File: src/rtl/sbim_fifo.sv
`timescale 1ns / 1ps
// ----------------------------------------------------------------------------
// sbim_fifo - short request queue between front and back end
// Flip-flop storage, first-word fall-through head.
// ----------------------------------------------------------------------------
module sbim_fifo #(
	parameter int WIDTH = 80,
	parameter int DEPTH = 4
) (
	input  logic             clk,
	input  logic             arst_n,
	input  logic             push,
	input  logic [WIDTH-1:0] push_data,
	output logic             full,
	input  logic             pop,
	output logic [WIDTH-1:0] head_data,
	output logic             empty
);

	localparam int PW = (DEPTH > 1) ? $clog2(DEPTH) : 1;
	localparam int CW = $clog2(DEPTH + 1);

	logic [WIDTH-1:0] mem_q [DEPTH];
	logic [PW-1:0]    wr_ptr_q;
	logic [PW-1:0]    rd_ptr_q;
	logic [CW-1:0]    cnt_q;
	logic             do_push;
	logic             do_pop;

	assign full      = (cnt_q == CW'(DEPTH));
	assign empty     = (cnt_q == '0);
	assign do_push   = push && !full;
	assign do_pop    = pop && !empty;
	assign head_data = mem_q[rd_ptr_q];

	// store an entry
	always_ff @(posedge clk) begin
		if (do_push) begin
			mem_q[wr_ptr_q] <= push_data;
		end
	end

	// advance pointers and fill level
	always_ff @(posedge clk or negedge arst_n) begin
		if (!arst_n) begin
			wr_ptr_q <= '0;
			rd_ptr_q <= '0;
			cnt_q    <= '0;
		end else begin
			if (do_push) begin
				wr_ptr_q <= (wr_ptr_q == PW'(DEPTH - 1)) ? '0 : wr_ptr_q + 1'b1;
			end
			if (do_pop) begin
				rd_ptr_q <= (rd_ptr_q == PW'(DEPTH - 1)) ? '0 : rd_ptr_q + 1'b1;
			end
			if (do_push && !do_pop) begin
				cnt_q <= cnt_q + 1'b1;
			end else if (do_pop && !do_push) begin
				cnt_q <= cnt_q - 1'b1;
			end
		end
	end

endmodule

File: config.mk
export PLATFORM = sky130hd
export DESIGN_NAME = sbim_fifo
export DESIGN_NICKNAME = d
export VERILOG_FILES = /design/src/rtl/sbim_fifo.sv
export SDC_FILE = /design/constraint.sdc
export NUM_CORES = 1
export LEC_CHECK = 0
export ABC_AREA = 1
export BUFFER_PORTS_ARGS = -buffer_cell sky130_fd_sc_hd__buf_2
export CAP_MARGIN = 20
export CORE_MARGIN = 5
export CORE_UTILIZATION = 40
export CTS_BUF_LIST = sky130_fd_sc_hd__clkbuf_4 sky130_fd_sc_hd__clkbuf_8
export CTS_CLUSTER_SIZE = 30
export DETAILED_ROUTE_END_ITERATION = 7
export GPL_TIMING_DRIVEN = 0
export HOLD_SLACK_MARGIN = 0.06
export SYNTH_ARGS = -nofsm -noshare
export SYNTH_HDL_FRONTEND = slang
export SYNTH_SLANG_ARGS = --single-unit
File: constraint.sdc
create_clock -name clk -period 8.6 [get_ports clk]
set_input_delay 0.43 -clock clk [delete_from_list [all_inputs] [get_ports clk]]
set_output_delay 0.43 -clock clk [all_outputs]
set_load 0.01 [all_outputs]
==> flow_summary.yaml, run 1 <==
clocking:
  cts-root-buf: "clkbuf_8"
  clock_path_buffers: 3
  tritoncts: "built"
  clk_pin_slew_ns: 0.06
  cts_buffers: 54
  cts_resized: 0
  cts_max_level: 2
  clock_sinks: 327
  clk_latency_ns: 0.57
flow_run:
  cap_violations: 0
critical_path:
  critPathRequiredTime_ns: 8.17
  cp_common_cell: "buf_2"
  cp_top_family: "buffers and inverters"
  cp_max_fo: 10
  worstPathArrival_ns: 2.18
  critical_path.slowest_cell: "dfrtp_1"
  path_class: "reg2out"
  start_kind: "register"
  max_stage_delay_ns: 0.38
  cp-end-kind: "output port"
  crit_buf_inv: 4
  path_cells: "buf_2, inv_2, buf_2, o211ai_1, nand2_1, buf_2"
yosys:
  synth_top_area_cell: "edfxtp_1"
  ys_seq_area_share_pct: 71.7
  synth_top_family_by_area: "compound AO/OA/AOI/OAI gates"
  synth_top_area_share_pct: 70.4
  synthAdderAreaFrac_pct: 0.697
  ys_ff_latch: 327
  syn-cell-area_mm2: 0.0136
  synthSimpleGateAreaFrac_pct: 7.48
  synth.avg_cell_area_um2: 13.7
  synthCells: 994
  syn-num-nets: 1085
  synth_mux_area_share_pct: 0
  yosys-top-cells-area: "edfxtp_1 (70%), o211ai_2 (7.3%), nand2_1 (7.0%)"
  synth_compound_area_share_pct: 11.8
  yosysUniqueCellTypes: 17
  synth_xor_area_share_pct: 0.0642
  yosysWarnings: 0
finish:
  drive_above_1_share_pct: 30.3
  design_area_mm2: 0.0172
  fillers: 2913
  finalNetCount: 1396
  layout_common_cells: "edfxtp_1 (320), nand2_1 (255), buf_2 (186), inv_1 (173)"
  syn_to_final_growth_pct: 25.7
  final_common_cell: "edfxtp_1"
die:
  fp.dieH_um: 195
  dieArea_mm2: 0.0379
  start_util_pct: 40.6
  pin_count: 166
  fp-row-count: 67
  die_w_um: 195
  core_area_mm2: 0.0336
global_routing:
  grt_usage_pct: 16.5
  grt-ovfl-total: 0
  grt_max_degree: 27
  antenna_found_initial: 2
  grt_pass1_wl_um: 49300
  grt_pass1_vias: 8740
drt:
  drc: 0
  viasPerCell: 4.69
  dr.pass1.iters: 4
  wirelength_um: 32000
  dr.first_iter.drc_count: 369
  via_count: 8410
  wl_per_cell_um: 17.8
  drt.antenna.violating_nets: 0
sta:
  rsz0062_at_grt: "no"
  finalSetupViolCount: 0
  skew_ns: 0.0165
  drv_slew: 0
  hold_ws_ns: 0.105
  slew_headroom_pct: 68.9
  worstMarginPinSlew_ns: 0.466
  fmax_mhz: 383
  timing.setup.tns_ns: 0
  final_hold_viol_count: 0
  min_period_ns: 2.61
  fin_crit_sh_pct: 30.4
pwr:
  power_frac_clock_pct: 23.3
  p_total_mw: 5.73
  p_sw_share_pct: 36.1
  switching_power_mw: 2.07
  ir_worst_vdd_uv: 244
  p_seq_share_pct: 37.9
  p_leak_nw: 6.95
  comb_power_share_pct: 38.8
  intPower_mw: 3.66
  powerDensity_mw_per_mm2: 334
place:
  post_dp_cell_area_mm2: 0.0153
  place_congestion: 0.728
  port_buffers: 165
  hpwl_um: 19400
worst_hold_path:
  hold_class: "in2reg"
run_status:
  status: "finished clean"
[cells by family after synthesis]
kind of cell / count (synthesis)
compound gates: 161
xor+xnor: 1
fa+ha+maj: 7
buf+inv: 229
flops: 327
simple gates: 269
[per-stage QoR]
| step | worst slack, ns | util, % | cells |
|---|---|---|---|
| 4_1_cts | 5.88 | 51.0 | 1793 |
| 6_report | 5.99 | 51.0 | 1794 |
| 2_1_floorplan | 4.03 | - | 994 |
| 5_1_grt | 5.81 | 51.0 | 1794 |
| 3_3_place_gp | 0.761 | 44.7 | 1607 |
| 3_5_place_dp | 6.33 | 45.5 | 1619 |
[power groups by stage]
stage | registers (mW) | clock network (mW) | logic, mW
detailed placement | 2.20 | 0 | 2.25
CTS | 2.17 | 1.38 | 2.29
global placement | 2.28 | 0 | 2.15
global route | 2.19 | 1.46 | 2.45
floorplan | 2.23 | 0 | 1.35
finish | 2.17 | 1.34 | 2.22
[cell type report]
type	instances	area, µm²	share of cell area [%]
diodes	1	2.50	0.0146
well taps	448	561	3.27
flip-flops and latches	327	9780	57.0
clock inverters	9	41.3	0.241
plain buffers	53	473	2.76
clock buffers	87	1030	5.99
multi-input cells	438	2760	16.1
repair buffers	255	1850	10.8
inverters	176	661	3.85
[worst reg2reg max path: stages, from the launching register on]
cell	delay, ns
dfrtp_1	0.44
inv_2	0.05
nand3_1	0.14
nand2_1	0.30
nor2_4	0.48
buf_12	0.28
buf_12	0.25
[repair_timing]
action / 4_1_cts / 5_1_grt
setup buffers: 0 / 0
setup endpoints to repair: 0 / 0
hold buffers: 78 / 0
hold endpoints to repair: 307 / 0
[routing by layer]
metal  global-route usage, %  up-vias  part of all wire, %  wire (µm)
met3                    3.90       46                  5.6       1780
met1                    21.5     4068                   43      13700
li1                        -     4088                    -          -
met5                       0        -                0.041         13
met4                    3.80        2                  1.6        517
met2                    28.4      206                   50      16000
[final timing paths]
path / to / startpoint / cells after the start / slack, ns
min in group asynchronous: wr_ptr_q[0] / arst_n / 2 / 0.24
max reg2reg: mem_q[3][3] / cnt_q[0] / 6 / 6.35
max in group asynchronous: rd_ptr_q[0] / arst_n / 2 / 8.18
min: mem_q[3][57] / push_data[57] / 1 / 0.10
min reg2reg: cnt_q[2] / cnt_q[2] / 2 / 0.51
max: head_data[59] / rd_ptr_q[1] / 6 / 5.99
[sequential cells by signal (all words and copies together) (netlist names)]
| name | cells |
|---|---|
| rd_ptr_q | 2 |
| mem_q | 320 |
| wr_ptr_q | 2 |
| cnt_q | 3 |
[synthesized netlist by cell type, drive strengths merged]
| cell type | instances |
|---|---|
| nor2 | 6 |
| ha | 6 |
| o211ai | 160 |
| inv | 176 |
| buf | 53 |
| dfrtp | 7 |
| nand4 | 1 |
| edfxtp | 320 |
| fa | 1 |
| nand2 | 255 |
| xnor2 | 1 |
| nand3 | 7 |
| o21ai | 1 |
Note: power is estimated with default switching activity, not from simulation.
==> inputs of run 2 (changes only) <==
==> constraint.sdc (replaced) <==
create_clock -name clk -period 2.4 [get_ports clk]
set_input_delay 0.12 -clock clk [delete_from_list [all_inputs] [get_ports clk]]
set_output_delay 0.12 -clock clk [all_outputs]
set_load 0.01 [all_outputs]
==> flow_summary.yaml, run 2 (synthesis results as in run 1) <==
run_status:
  status: "finished clean"
worst_hold_path:
  hold_class: "in2reg"
  hold_end: "mem_q[1][24]"
  min_from: "push_data[24]"
  worstHoldPathCells: 2
die:
  die_w_um: 195
  start_util_pct: 40.6
  fp-row-count: 67
  core_area_mm2: 0.0336
  dieArea_mm2: 0.0379
  pin_count: 166
  fp.dieH_um: 195
sta:
  min_period_ns: 2.24
  skew_ns: 0.0155
  slew_headroom_pct: 42.8
  rsz0062_at_grt: "no"
  worstMarginPinSlew_ns: 0.857
  drv_slew: 0
  fin_crit_sh_pct: 93.3
  fmax_mhz: 447
  finalSetupViolCount: 0
  final_hold_viol_count: 0
critical_path:
  start_kind: "register"
  critical_path.slowest_cell: "dfrtp_1"
  max_stage_delay_ns: 0.37
  path_class: "reg2out"
  cp_common_cell: "buf_2"
  cp_max_fo: 10
  worstPathArrival_ns: 2.12
  path_cells: "buf_2, inv_4, buf_2, o211ai_1, nand2_1, buf_2"
  r2r_setup_slack_ns: 0.33
  crit_buf_inv: 4
  path_depth: 6
  critPathRequiredTime_ns: 2.28
  reg2reg_depth: 9
  cp_top_family: "buffers and inverters"
  cp-end-kind: "output port"
  reg2reg_from: "cnt_q[0]"
  r2r_end: "cnt_q[1]"
global_routing:
  grt_max_degree: 27
  grt_usage_pct: 16.6
  grt_pass1_wl_um: 49000
  grt_pass1_vias: 8687
  antenna_found_initial: 2
  grt-ovfl-total: 0
place:
  port_buffers: 165
  place_inst: 1619
  place_congestion: 0.718
  hpwl_um: 19600
clocking:
  tritoncts: "built"
  clk_latency_ns: 0.56
  cts_buffers: 54
  clk_pin_slew_ns: 0.06
  cts-root-buf: "clkbuf_8"
  clock_sinks: 327
  cts_max_level: 2
  clock_path_buffers: 3
finish:
  top_regs: "mem_q: 320 flops, cnt_q: 3 flops"
  top_register: "mem_q"
  syn_to_final_growth_pct: 27.1
  largest_reg_flops: 320
  finalNetCount: 1410
  final_common_cell: "edfxtp_1"
  drive_above_1_share_pct: 30.2
  stdcell_count: 1812
  multi_input_area_mm2: 0.00277
  fillers: 2896
  seqCellArea_mm2: 0.00978
  layout_common_cells: "edfxtp_1 (320), nand2_1 (254), buf_2 (184), inv_1 (173), dlygate4sd3_1 (84)"
  num_antenna_cells: 0
pwr:
  p_leak_nw: 7.04
  switching_power_mw: 7.47
  power_frac_clock_pct: 23.5
  powerDensity_mw_per_mm2: 1190
  p_sw_share_pct: 36.1
  ir_worst_vdd_uv: 660
  p_total_mw: 20.7
  intPower_mw: 13.2
  comb_power_share_pct: 39.0
  p_seq_share_pct: 37.5
flow_run:
  cap_violations: 0
drt:
  wl_per_cell_um: 17.6
  wirelength_um: 31900
  dr.pass1.iters: 4
  via_count: 8396
  drc: 0
  drt.antenna.violating_nets: 0
  viasPerCell: 4.63
  dr.first_iter.drc_count: 326
## run 2: how the worst max path moves through the flow
stage	from	to	slack, ns
global placement	cnt_q[0]	mem_q[1][25]	-2.85
detailed placement	cnt_q[0]	mem_q[2][25]	-0.15
global route	rd_ptr_q[1]	head_data[73]	0.03
floorplan	cnt_q[0]	mem_q[0][0]	-0.87
CTS	rd_ptr_q[1]	head_data[6]	0.08
finish	rd_ptr_q[1]	head_data[73]	0.16
## run 2: layout make-up
cell class / instances / share of cell area, %
clock buffer: 74 / 5.36
timing repair buffer: 268 / 11.5
buffer: 53 / 2.75
inverter: 176 / 3.82
clock inverter: 27 / 0.988
tap: 448 / 3.23
sequential: 327 / 56.4
multi-input combinational: 439 / 16.0
## run 2: repair_timing
| action | CTS | global route |
|---|---|---|
| cloned | 1 | 0 |
| setup endpoints to repair | 61 | 2 |
| pin swaps | 3 | 0 |
| hold buffers | 84 | 0 |
| endpoints found under the hold margin | 332 | 0 |
| buffers inserted | 7 | 0 |
| resized for setup | 3 | 1 |
## run 2: metrics by stage
step | utilization [%] | hold slack (ns) | instance area, µm² | worst slack [ns] | setup TNS, ns
4_1_cts | 51.6 | 0.255 | 17400 | 0.0760 | 0
3_5_place_dp | 45.6 | -0.0269 | 15300 | -0.155 | -2.90
3_3_place_gp | 44.8 | -0.0341 | 15000 | -2.85 | -899.45
6_report | 51.6 | 0.311 | 17400 | 0.162 | 0
2_1_floorplan | - | -0.176 | 13700 | -0.874 | -279.76
5_1_grt | 51.6 | 0.273 | 17400 | 0.0273 | 0
## run 2: metal layers
metal	vias to the layer above	part of all wire, %	track usage (%)
met3	49	4.8	3.48
met1	4034	43	21.2
met5	-	0.085	0
li1	4128	-	-
met4	4	1.8	4.38
met2	181	50	28.8
## run 2: power by group through the flow
| stage | sequential (mW) | clock, mW | combinational (mW) |
|---|---|---|---|
| 3_5_place_dp | 7.89 | 0 | 8.09 |
| 3_3_place_gp | 8.02 | 0 | 7.72 |
| 2_1_floorplan | 7.91 | 0 | 4.86 |
| 4_1_cts | 7.77 | 5.02 | 8.33 |
| 6_report | 7.77 | 4.86 | 8.09 |
| 5_1_grt | 7.84 | 5.28 | 8.90 |
