[config.mk]
export PLATFORM = sky130hd
export DESIGN_NAME = sbim_front
export DESIGN_NICKNAME = d
export VERILOG_FILES = /design/src/rtl/sbim_pkg.sv /design/src/rtl/sbim_front.sv
export SDC_FILE = /design/constraint.sdc
export NUM_CORES = 1
export LEC_CHECK = 0
export BUFFER_PORTS_ARGS = -buffer_cell sky130_fd_sc_hd__buf_4
export CORE_UTILIZATION = 35
export DETAILED_ROUTE_END_ITERATION = 8
export HOLD_SLACK_MARGIN = 0.06
export PLACE_DENSITY = 0.52
export SLEW_MARGIN = 30
export SYNTH_ARGS = -nofsm -noshare
export SYNTH_HDL_FRONTEND = slang
export SYNTH_SLANG_ARGS = --single-unit
[constraint.sdc]
create_clock -name clk -period 14.9 [get_ports clk]
set_input_delay 2.98 -clock clk [delete_from_list [all_inputs] [get_ports clk]]
set_output_delay 2.98 -clock clk [all_outputs]
set_load 0.02 [all_outputs]
[src/rtl/sbim_pkg.sv]
`timescale 1ns / 1ps
// ----------------------------------------------------------------------------
// sbim_pkg - shared types and constants of the sketch bitmap block
// Stream widths, item modes, error codes, register indexes, the effective
// configuration bundle and the back-end sequencer states.
// ----------------------------------------------------------------------------
package sbim_pkg;

	localparam int S_TDATA_W  = 160;
	localparam int S_TUSER_W  = 2;
	localparam int M_TDATA_W  = 104;
	localparam int CFG_IDX_W  = 1;
	localparam int CFG_DATA_W = 6;
	localparam int WORD_W     = 64;
	localparam int ERR_W      = 2;

	// kind of input item
	typedef enum logic [1:0] {
		MODE_HASH   = 2'd0,
		MODE_DIRECT = 2'd1,
		MODE_MERGE  = 2'd2,
		MODE_READ   = 2'd3
	} sbim_mode_t;

	// result status
	typedef enum logic [ERR_W-1:0] {
		ERR_OK     = 2'd0,
		ERR_BUCKET = 2'd1,
		ERR_WORD   = 2'd2
	} sbim_err_t;

	// configuration register indexes
	typedef enum logic [CFG_IDX_W-1:0] {
		REG_INDEX_BITS = 1'b0,
		REG_PRECISION  = 1'b1
	} sbim_reg_t;

	// effective (clamped) shape of the sketch
	typedef struct packed {
		logic [4:0] ib;
		logic [6:0] prec;
	} sbim_cfg_t;

	// back-end sequencer
	typedef enum logic [2:0] {
		B_CLEAR,
		B_IDLE,
		B_MOD,
		B_SUM,
		B_UPD
	} sbim_bstate_t;

endpackage

[src/rtl/sbim_front.sv]
`timescale 1ns / 1ps
// ----------------------------------------------------------------------------
// sbim_front - accept and classify input items
// Registers the item with per-byte trailing-zero data of the guarded hash,
// then works out the word address, the bit mask and the error status, and
// pushes the request into the queue.
// ----------------------------------------------------------------------------
module sbim_front #(
	parameter int MAX_INDEX_BITS = 12,
	parameter int MAX_PRECISION  = 32,
	parameter int ADDR_W         = 11
) (
	input  logic                            clk,
	input  logic                            arst_n,
	input  sbim_pkg::sbim_cfg_t             cfg,
	input  logic                            clearing,
	input  logic                            s_tvalid,
	output logic                            s_tready,
	input  logic [sbim_pkg::S_TDATA_W-1:0]  s_tdata,
	input  logic [sbim_pkg::S_TUSER_W-1:0]  s_tuser,
	output logic                            q_push,
	input  logic                            q_full,
	output logic [ADDR_W-1:0]               q_addr,
	output logic [sbim_pkg::WORD_W-1:0]     q_bits,
	output logic [sbim_pkg::ERR_W-1:0]      q_err
);

	import sbim_pkg::*;

	localparam int TOTAL = MAX_PRECISION * (1 << MAX_INDEX_BITS);
	localparam int POSW  = $clog2(TOTAL);
	localparam int NBW   = $clog2(TOTAL + 1);
	localparam int CMPW  = (NBW > 17) ? NBW : 17;
	localparam int BKT_W = MAX_INDEX_BITS;

	// input field positions in s_tdata
	localparam int HASH_LSB   = 0;
	localparam int BUCKET_LSB = 64;
	localparam int ZEROS_LSB  = 76;
	localparam int WIDX_LSB   = 83;
	localparam int MWORD_LSB  = 94;

	logic [63:0] hash_in;
	logic [63:0] guard_hash;
	logic [7:0]  byte_nz_in;
	logic [2:0]  byte_ctz_in [8];

	logic             valid_s1;
	sbim_mode_t       mode_s1;
	logic [BKT_W-1:0] bkt_h_s1;
	logic [7:0]       byte_nz_s1;
	logic [2:0]       byte_ctz_s1 [8];
	logic [11:0]      bucket_s1;
	logic [6:0]       zeros_s1;
	logic [10:0]      widx_s1;
	logic [63:0]      mword_s1;

	logic [2:0]       sel_byte;
	logic [6:0]       hash_z;
	logic [6:0]       cap;
	logic [6:0]       lvl_src;
	logic [6:0]       lvl;
	logic [BKT_W-1:0] bkt;
	logic [POSW-1:0]  pos;
	logic [NBW-1:0]   nbits;
	logic [CMPW-1:0]  widx_bit;
	logic [CMPW-1:0]  lim;
	logic [63:0]      tail_mask;
	logic             word_ok;

	assign hash_in    = s_tdata[HASH_LSB +: 64];
	assign guard_hash = hash_in | (64'd1 << 6'(7'd64 - {2'b00, cfg.ib}));

	// trailing zeros of each byte of the guarded hash
	always_comb begin
		for (int k = 0; k < 8; k++) begin
			byte_nz_in[k]  = |guard_hash[8*k +: 8];
			byte_ctz_in[k] = 3'd0;
			for (int j = 7; j >= 0; j--) begin
				if (guard_hash[8*k + j]) begin
					byte_ctz_in[k] = 3'(j);
				end
			end
		end
	end

	// take an item whenever no clearing pass runs and stage one is free or drains into the queue
	assign s_tready = !clearing && (!valid_s1 || !q_full);

	always_ff @(posedge clk or negedge arst_n) begin
		if (!arst_n) begin
			valid_s1 <= 1'b0;
		end else if (s_tready) begin
			valid_s1 <= s_tvalid;
		end
	end

	always_ff @(posedge clk) begin
		if (s_tvalid && s_tready) begin
			mode_s1     <= sbim_mode_t'(s_tuser);
			bkt_h_s1    <= BKT_W'(hash_in >> (7'd64 - {2'b00, cfg.ib}));
			byte_nz_s1  <= byte_nz_in;
			byte_ctz_s1 <= byte_ctz_in;
			bucket_s1   <= s_tdata[BUCKET_LSB +: 12];
			zeros_s1    <= s_tdata[ZEROS_LSB +: 7];
			widx_s1     <= s_tdata[WIDX_LSB +: 11];
			mword_s1    <= s_tdata[MWORD_LSB +: 64];
		end
	end

	// pick the lowest non-zero byte; the guard bit makes one always present
	always_comb begin
		sel_byte = 3'd0;
		for (int k = 7; k >= 0; k--) begin
			if (byte_nz_s1[k]) begin
				sel_byte = 3'(k);
			end
		end
		hash_z = {1'b0, sel_byte, byte_ctz_s1[sel_byte]};
	end

	// level, bit position and shape of the sketch
	always_comb begin
		cap      = cfg.prec - 7'd1;
		lvl_src  = (mode_s1 == MODE_HASH) ? hash_z : zeros_s1;
		lvl      = (lvl_src > cap) ? cap : lvl_src;
		bkt      = (mode_s1 == MODE_HASH) ? bkt_h_s1 : BKT_W'(bucket_s1);
		pos      = POSW'(POSW'(lvl) << cfg.ib) + POSW'(bkt);
		nbits    = NBW'(NBW'(cfg.prec) << cfg.ib);
		widx_bit = CMPW'({widx_s1, 6'd0});
		word_ok  = widx_bit < CMPW'(nbits);
		lim      = CMPW'(nbits) - widx_bit;
		tail_mask = (lim < CMPW'(64)) ? ~(64'hFFFF_FFFF_FFFF_FFFF << lim[5:0])
			: 64'hFFFF_FFFF_FFFF_FFFF;
	end

	// build the request
	always_comb begin
		q_addr = '0;
		q_bits = '0;
		q_err  = ERR_OK;
		case (mode_s1)
			MODE_HASH: begin
				q_addr = ADDR_W'(pos >> 6);
				q_bits = 64'd1 << 6'(pos);
			end
			MODE_DIRECT: begin
				if ((bucket_s1 >> cfg.ib) != 12'd0) begin
					q_err = ERR_BUCKET;
				end else begin
					q_addr = ADDR_W'(pos >> 6);
					q_bits = 64'd1 << 6'(pos);
				end
			end
			MODE_MERGE: begin
				if (!word_ok) begin
					q_err = ERR_WORD;
				end else begin
					q_addr = ADDR_W'(widx_s1);
					q_bits = mword_s1 & tail_mask;
				end
			end
			MODE_READ: begin
				if (!word_ok) begin
					q_err = ERR_WORD;
				end else begin
					q_addr = ADDR_W'(widx_s1);
				end
			end
			default: begin
				q_err = ERR_OK;
			end
		endcase
	end

	assign q_push = valid_s1 && !q_full;

endmodule

==> results of run 1 <==
==> cell type report <==
type	count	area (sq um)	share of cell area, %
Tap cell	455	569.3	3.713
Sequential cell	141	4229	27.58
Clock inverter	15	181.4	1.183
Timing Repair Buffer	276	2092	13.64
Multi-Input combinational cell	1137	7670	50.02
Clock buffer	17	425.4	2.774
Antenna cell	2	5.005	0.03264
Inverter	43	161.4	1.053
==> cell usage in the layout (no fill, tap or decap), types with 9 or more instances in the layout <==
| cell type | netlist | layout |
|---|---|---|
| nand4_1 | 19 | 19 |
| a32o_1 | 58 | 58 |
| nor2b_1 | 25 | 24 |
| mux2_2 | 20 | 20 |
| nor2_1 | 171 | 171 |
| clkbuf_16 | 0 | 17 |
| mux4_2 | 12 | 12 |
| a211o_1 | 12 | 12 |
| nand3_1 | 30 | 30 |
| nor3_1 | 32 | 32 |
| a22o_1 | 11 | 11 |
| buf_4 | 1 | 275 |
| a21oi_1 | 101 | 101 |
| mux2i_1 | 50 | 50 |
| nand2b_1 | 9 | 9 |
| o211ai_1 | 30 | 30 |
| nor4_1 | 11 | 11 |
| a31oi_1 | 19 | 19 |
| xnor2_1 | 21 | 19 |
| a221o_1 | 9 | 9 |
| and2_1 | 15 | 14 |
| and3_1 | 10 | 10 |
| nand2_1 | 172 | 172 |
| edfxtp_1 | 140 | 140 |
| a211oi_1 | 41 | 41 |
| o21ai_0 | 61 | 61 |
| ha_1 | 36 | 35 |
| inv_1 | 40 | 39 |
==> logic make-up after synthesis <==
kind of cell | after synthesis
adder cells (fa/ha/maj) | 38
AO/OA/AOI/OAI | 447
buffers and inverters | 138
XOR/XNOR | 28
AND/OR/NAND/NOR | 537
multiplexers | 87
flip-flops | 141
==> power by group through the flow <==
stage / combinational [uW] / sequential [uW] / clock (uW)
floorplan: 240 / 477 / 0
global placement: 377 / 479 / 0
detailed placement: 378 / 479 / 0
CTS: 379 / 471 / 456
global route: 416 / 472 / 467
finish: 385 / 471 / 446
==> metal layers <==
layer	part of all wire (%)	wire length, um	track usage [%]
met5	0	0	0
met2	46	22640	42.22
met1	44	21460	36.19
met4	2.8	1361	9.169
met3	6.8	3296	3.993
==> through the flow <==
stage,power [uW],std cells,worst slack (ns),utilization (%),hold WS (ns)
after floorplan,716.6,1416,3.970,-,0.4957
after global placement,855.9,2051,3.066,42.32,0.5054
after detailed placement,857.1,2051,3.003,42.33,0.5225
after CTS,1306,2083,2.977,44.08,0.5397
after global routing,1356,2084,2.472,44.16,0.5493
final,1302,2086,2.961,44.17,0.5395
==> state kept, by name, indices dropped and copies added (netlist names) <==
signal	count
zeros_s1	7
byte_ctz_s1	24
bucket_s1	12
byte_nz_s1	8
widx_s1	11
mword_s1	64
valid_s1	1
mode_s1	2
bkt_h_s1	12
==> path summary, 6_finish.rpt <==
kind,slack (ns),endpoint,cells after the start
min reg2reg,0.54,valid_s1,1
max in group asynchronous,12.53,valid_s1,1
max reg2reg,12.58,zeros_s1[6],3
min,0.54,valid_s1,1
min in group asynchronous,2.29,valid_s1,1
max,2.96,q_bits[60],24
==> metrics.md, run 1 <==
| Metric | Value |
|---|---|
| Synth warn | 0 |
| Routability Congestion | about 0.90 |
| Worst EP required | between 10 and 15 ns |
| Synth top area share | about a third |
| Area contributors post-synth | edfxtp_1, nand2_1, nor2_1, a32o_1, a21oi_1 |
| CTS buffer count | 17 |
| Largest family of logic cells by synthesized area | compound AO/OA/AOI/OAI gates |
| Crit-path max FO | 16 |
| Simple-gate area share of the yosys netlist | between 20% and 30% |
| Area Growth Syn to Fin | 23.63% |
| Ys async rst share | less than 1% |
| DP Area | between 10,000 and 15,000 sq um |
| Avg Cell Area, Syn | a little under 9 sq um |
| Maxcap violations | 0 |
| Clock share of power | 34.3% |
| Worst r2r src | valid_s1 |
| Internal power | 863.5 uW |
| Clock skew | 0.01686 ns |
| Syn Inst Count | 1,416 |
| FF+latch count, synth | ~140 |
| # rows | 68 |
| Post-Synth XOR/XNOR Area | 1.977% |
| Ports | 258 |
| Tmin final | 11.94 ns |
| Peak VDD IR | 61.39 uV |
| CTS root buf | clkbuf_16 |
| P_leak | approximately 0.006 uW |
| Switching Power | 438.4 uW |
| Worst-Margin Slew | a little over 1 ns |
| First-pass GRT wire length | just over 70,000 um |
| Clk_lat worst skew | between 0.4 and 0.5 ns |
| CP endpoint kind | output port |
| # DRC | 0 |
| Post-CTS sizing | 0 |
| Core Region | 34,710 sq um |
| Combinational power share | 29.6% |
| Initial DRT Pass Iterations | 6 |
| Net Sw Frac | 33.67% |
| Hold Crit Start | valid_s1 |
| Critical-path top delay cell | and3_1 |
| Via Count | 12,460 |
| Cell area after synthesis | 12,400 sq um |
| Antenna Violating Nets Remaining | 0 |
| CTS tree | yes |
| Synth top cells by count | nand2_1, nor2_1, edfxtp_1 |
| PwrDens | 84.90 nW/um^2 |
| Most frequent cell after synthesis | nand2_1 |
| Die H | 190.3 um |
| Sequential-to-total area share from yosys stat | 34.10% |
| Multiplexer share of the synthesized area | 8.726% |
| Filler cells | 3,510 |
| Compound-gate portion of the synthesized area | a little over a quarter |
| Congestion Overflow GR | 0 |
| TNS Setup | 0 ns |
| Total GRT Usage | 26.41% |
| Power share of the sequential group | a little over a third |
| CTS Hold Bufs | 0 |
| Vias in the first global route | between 10,000 and 15,000 |
| CP Buf/Inv Count | 3 |
| Post-synth top flop | edfxtp_1 |
| Max-slew violations | 0 |
| Post-CTS setup buffers | 0 |
| Post-DP HPWL | 36,550 um |
| Vias per inst | between 5 and 6 |
| Synth area leader | edfxtp_1 |
| Adder-Cell Fraction of Synth Area | 3.954% |
| Final Cycle Share | 80.13% |
| Share of post-route cells with drive strength above 1 | 23.94% |
| Top delay family on crit path | compound AO/OA/AOI/OAI gates |
| Clock-pin slew of the registers on the worst-case setup and hold paths | 0.08 ns |
| Worst Path Arrival | 8.96 ns |
| CP Class | in -> out |
| Unique cell type count in the Yosys netlist | 98 |
| CTS HTree Levels | 4 |
| Initial DRC Count | 1,254 |
| Worst Hold Class | reg -> reg |
| Num Clock Sinks | roughly 140 |
| Hold Vio Cnt, Final | 0 |
| Clk buf depth | 2 |
| CP startpoint kind | input port |
| WL final | 48,750 um |
| Outcome | finished clean |
| Post-route cell area | around 15,000 sq um |
| Final net count | 1,833 |
| Width of the die | approximately 190 um |
| Critical path launch point | cfg[0] |
| Unrepaired setup endpoints after global routing | no |
| # port buffers | 255 |
| Drt wl/cell | 23.37 um |
| Final setup violation count | 0 |
| Synth Net Count | 1,633 |
| Fmax | 83.76 MHz |
| CP cell instances | buf_4, inv_1, ha_1, nor3b_1, xnor2_1, ha_1, and3_1, a221o_1, o21a_1, nand2_1, o31ai_2, a2111oi_1, nor2_1, nor2_1, ha_1, a21o_1, a21oi_1, nor2b_1, o21a_1, nor2_1, xnor2_1, and3_1, a32o_1, buf_4 |
| Post-synth EDFFs | 140 |
| Initial antenna violation count | 1 |
| Initial Utilization | between 30% and 40% |
| Slew margin rel. | 31.25% |
| Die Area | 36,200 sq um |
| Largest net degree at the start of global routing | 73 |
| Worst stage delay on the critical path | slightly below 0.8 ns |
No activity file was read; power rests on OpenSTA's default activity.
==> run 2: changes to the inputs <==
- PLACE_DENSITY: 0.52 -> 0.54
- clock period: 14.9 -> 10.3 ns (I/O delays scaled with it)
==> run 2 against run 1 <==
Against the previous run: design area about the same; hold slack got worse by 0.014 ns; combinational power increased by 45%; wire length decreased by 1.4%; sequential power increased by 45%; global-route usage decreased by 0.30 points; core utilization about the same.
==> metrics.md, run 2 (synthesis results as in run 1) <==
| Metric | Value |
|---|---|
| Fin cells | 2,093 (+0.34%) |
| Post-DP HPWL | 36,210 um (-0.94%) |
| Vias per inst | 5.985 (+0.24%) |
| P_leak | 0.005868 uW (-0.23%) |
| Largest net degree at the start of global routing | 77 (+5.5%) |
| Commonest non-fill, non-tap cell in the layout | buf_4 |
| Final setup margin | 0.4462 ns (-2.515 ns) |
| Slew margin rel. | 33.34% (+2.1 points) |
| Worst-Margin Slew | 0.9908 ns (-0.03107 ns) |
| Fmax | 101.5 MHz |
| CP Class | in -> out |
| Antenna Violating Nets Remaining | 0 (unchanged) |
| Initial antenna violation count | 3 (+2) |
| Worst Hold Class | reg -> reg |
| Drt wl/cell | 22.97 um (-1.7%) |
| Clock skew | 0.01055 ns (-0.006309 ns) |
| Hold path depth | 1 (unchanged) |
| Vias in the first global route | 11,970 (+1.9%) |
| Met3 Resource Use GR | 4.141% (+0.15 points) |
| Largest registers | mword_s1 x64, byte_ctz_s1 x24 |
| Fin util | 44.15% (about the same) |
| CTS HTree Levels | 4 (unchanged) |
| PwrDens | 118.9 nW/um^2 (+40%) |
| Worst Path Arrival | 7.79 ns (-1.17 ns) |
| Die Area | 36,200 sq um (unchanged) |
| CTS root buf | clkbuf_16 |
| Final Cycle Share | 95.67% |
| Initial DRT Pass Iterations | 6 (unchanged) |
| Clk_lat worst skew | 0.45 ns (about the same) |
| Tmin final | 9.854 ns |
| Via Count | 12,530 (+0.58%) |
| R2R cell count | 4 (+1) |
| # DRC | 0 (unchanged) |
| GR Layer Usage met2 | 40.67% (-1.6 points) |
| Area Growth Syn to Fin | 23.55% (about the same) |
| Met1 Track Usage GR | 35.96% (-0.23 points) |
| Most frequent cells in the layout | buf_4, nand2_1, nor2_1 |
| Final net count | 1,839 (+0.33%) |
| First-pass GRT wire length | 71,340 um (-0.90%) |
| Post-place setup slack | 0.3377 ns (-2.666 ns) |
| Hold Vio Cnt, Final | 0 (unchanged) |
| Total GRT Usage | 26.11% (-0.30 points) |
| Num Clock Sinks | 141 (unchanged) |
| CTS tree | yes |
| Worst EP required | 8.24 ns (-3.68 ns) |
| CTS buffer count | 17 (unchanged) |
| Overall Power | 1821 uW (+40%) |
| TNS Setup | 0 ns (unchanged) |
| Congestion Overflow GR | 0 (unchanged) |
| Top reg by flops | mword_s1 |
| Max-slew violations | 0 (unchanged) |
| # rows | 68 (unchanged) |
| Final setup violation count | 0 (unchanged) |
| Routability Congestion | 0.9168 (+2.1%) |
| Unrepaired setup endpoints after global routing | no |
| Initial Utilization | 35.73% (unchanged) |
| CP startpoint kind | input port |
| Share of post-route cells with drive strength above 1 | 24.22% (+0.28 points) |
| Core Region | 34,710 sq um (unchanged) |
| Clock-pin slew of the registers on the worst-case setup and hold paths | 0.06 ns (-0.02 ns) |
| Die H | 190.3 um (unchanged) |
| Crit-path max FO | 9 (-7) |
| Clk buf depth | 2 (unchanged) |
| WL final | 48,080 um (-1.4%) |
| Initial DRC Count | 1,461 (+17%) |
| Width of the die | 190.3 um (unchanged) |
| Dpl cells | 2,058 (+0.34%) |
| Outcome | finished clean |
| Maxcap violations | 0 (unchanged) |
| CP endpoint kind | output port |
| # port buffers | 255 (unchanged) |
| Peak VDD IR | 89.22 uV (+45%) |
| Ports | 258 (unchanged) |
| GR peak layer | met2 |
| Max reg flops | 64 (unchanged) |
## run 2: changes by cell type in the layout (fill, tap and decap cells not counted), moves of 2 or more
cell / delta
bufinv_16: -2
inv_8: -2
a2111oi_1: -2
clkinvlp_4: +2
a2111oi_2: +2
buf_4: +5
## run 2: worst max-delay path, cell delays in order
cell	delay (ns)
buf_4	0.15
inv_1	0.17
ha_1	0.24
nor3b_1	0.25
xnor2_1	0.18
ha_1	0.27
and3_1	0.16
a221o_1	0.39
o21a_1	0.31
nor3_2	0.25
a21oi_2	0.16
mux4_2	0.56
and2_1	0.18
ha_1	0.35
a21oi_1	0.13
nor2b_1	0.12
o21ai_0	0.13
a211oi_1	0.25
nor2b_1	0.12
a21o_1	0.19
a211o_1	0.22
nand4bb_2	0.26
a32o_1	0.27
a211o_1	0.25
buf_4	0.17
## run 2: cell type report
cell class | count | area [sq um]
clock inverters | 14 | 110.1
flip-flops and latches | 141 | 4229
multi-input cells | 1137 | 7685
well taps | 455 | 569.3
diodes | 3 | 7.507
clock buffers | 18 | 429.2
repair buffers | 282 | 2133
fillers | 3448 | 19390
inverters | 43 | 161.4
## run 2: timing repair
item | CTS | global route
endpoints found under the setup margin | 0 | 2
resized for setup | 0 | 3
hold buffers | 0 | 0
setup buffers | 0 | 0
## run 2: worst paths after layout
check	endpoint	from	slack, ns
min	valid_s1	valid_s1	0.53
max	q_addr[10]	cfg[0]	0.45
max reg2reg	zeros_s1[6]	valid_s1	7.75
max in group asynchronous	valid_s1	arst_n	8.84
min in group asynchronous	valid_s1	arst_n	1.38
min reg2reg	valid_s1	valid_s1	0.53
## run 2: power breakdown
part / internal [uW] / total [uW] / leakage [uW] / switching [uW]
Clock: 311 / 582 / 0.000249 / 271
Sequential: 667 / 681 / 0.00130 / 13.6
Combinational: 216 / 558 / 0.00432 / 342
## run 2: per-layer routing
| metal | wire, um | up-vias |
|---|---|---|
| met5 | 0 | - |
| li1 | - | 5855 |
| met1 | 20950 | 6006 |
| met4 | 1423 | 0 |
| met2 | 22120 | 591 |
| met3 | 3595 | 75 |
## run 2: through the flow
stage	cell area, sq um	hold slack (ns)
global route	15320	0.5532
floorplan	12400	0.4957
finish	15320	0.5260
detailed placement	14760	0.5181
global placement	14760	0.5044
CTS	15300	0.5334
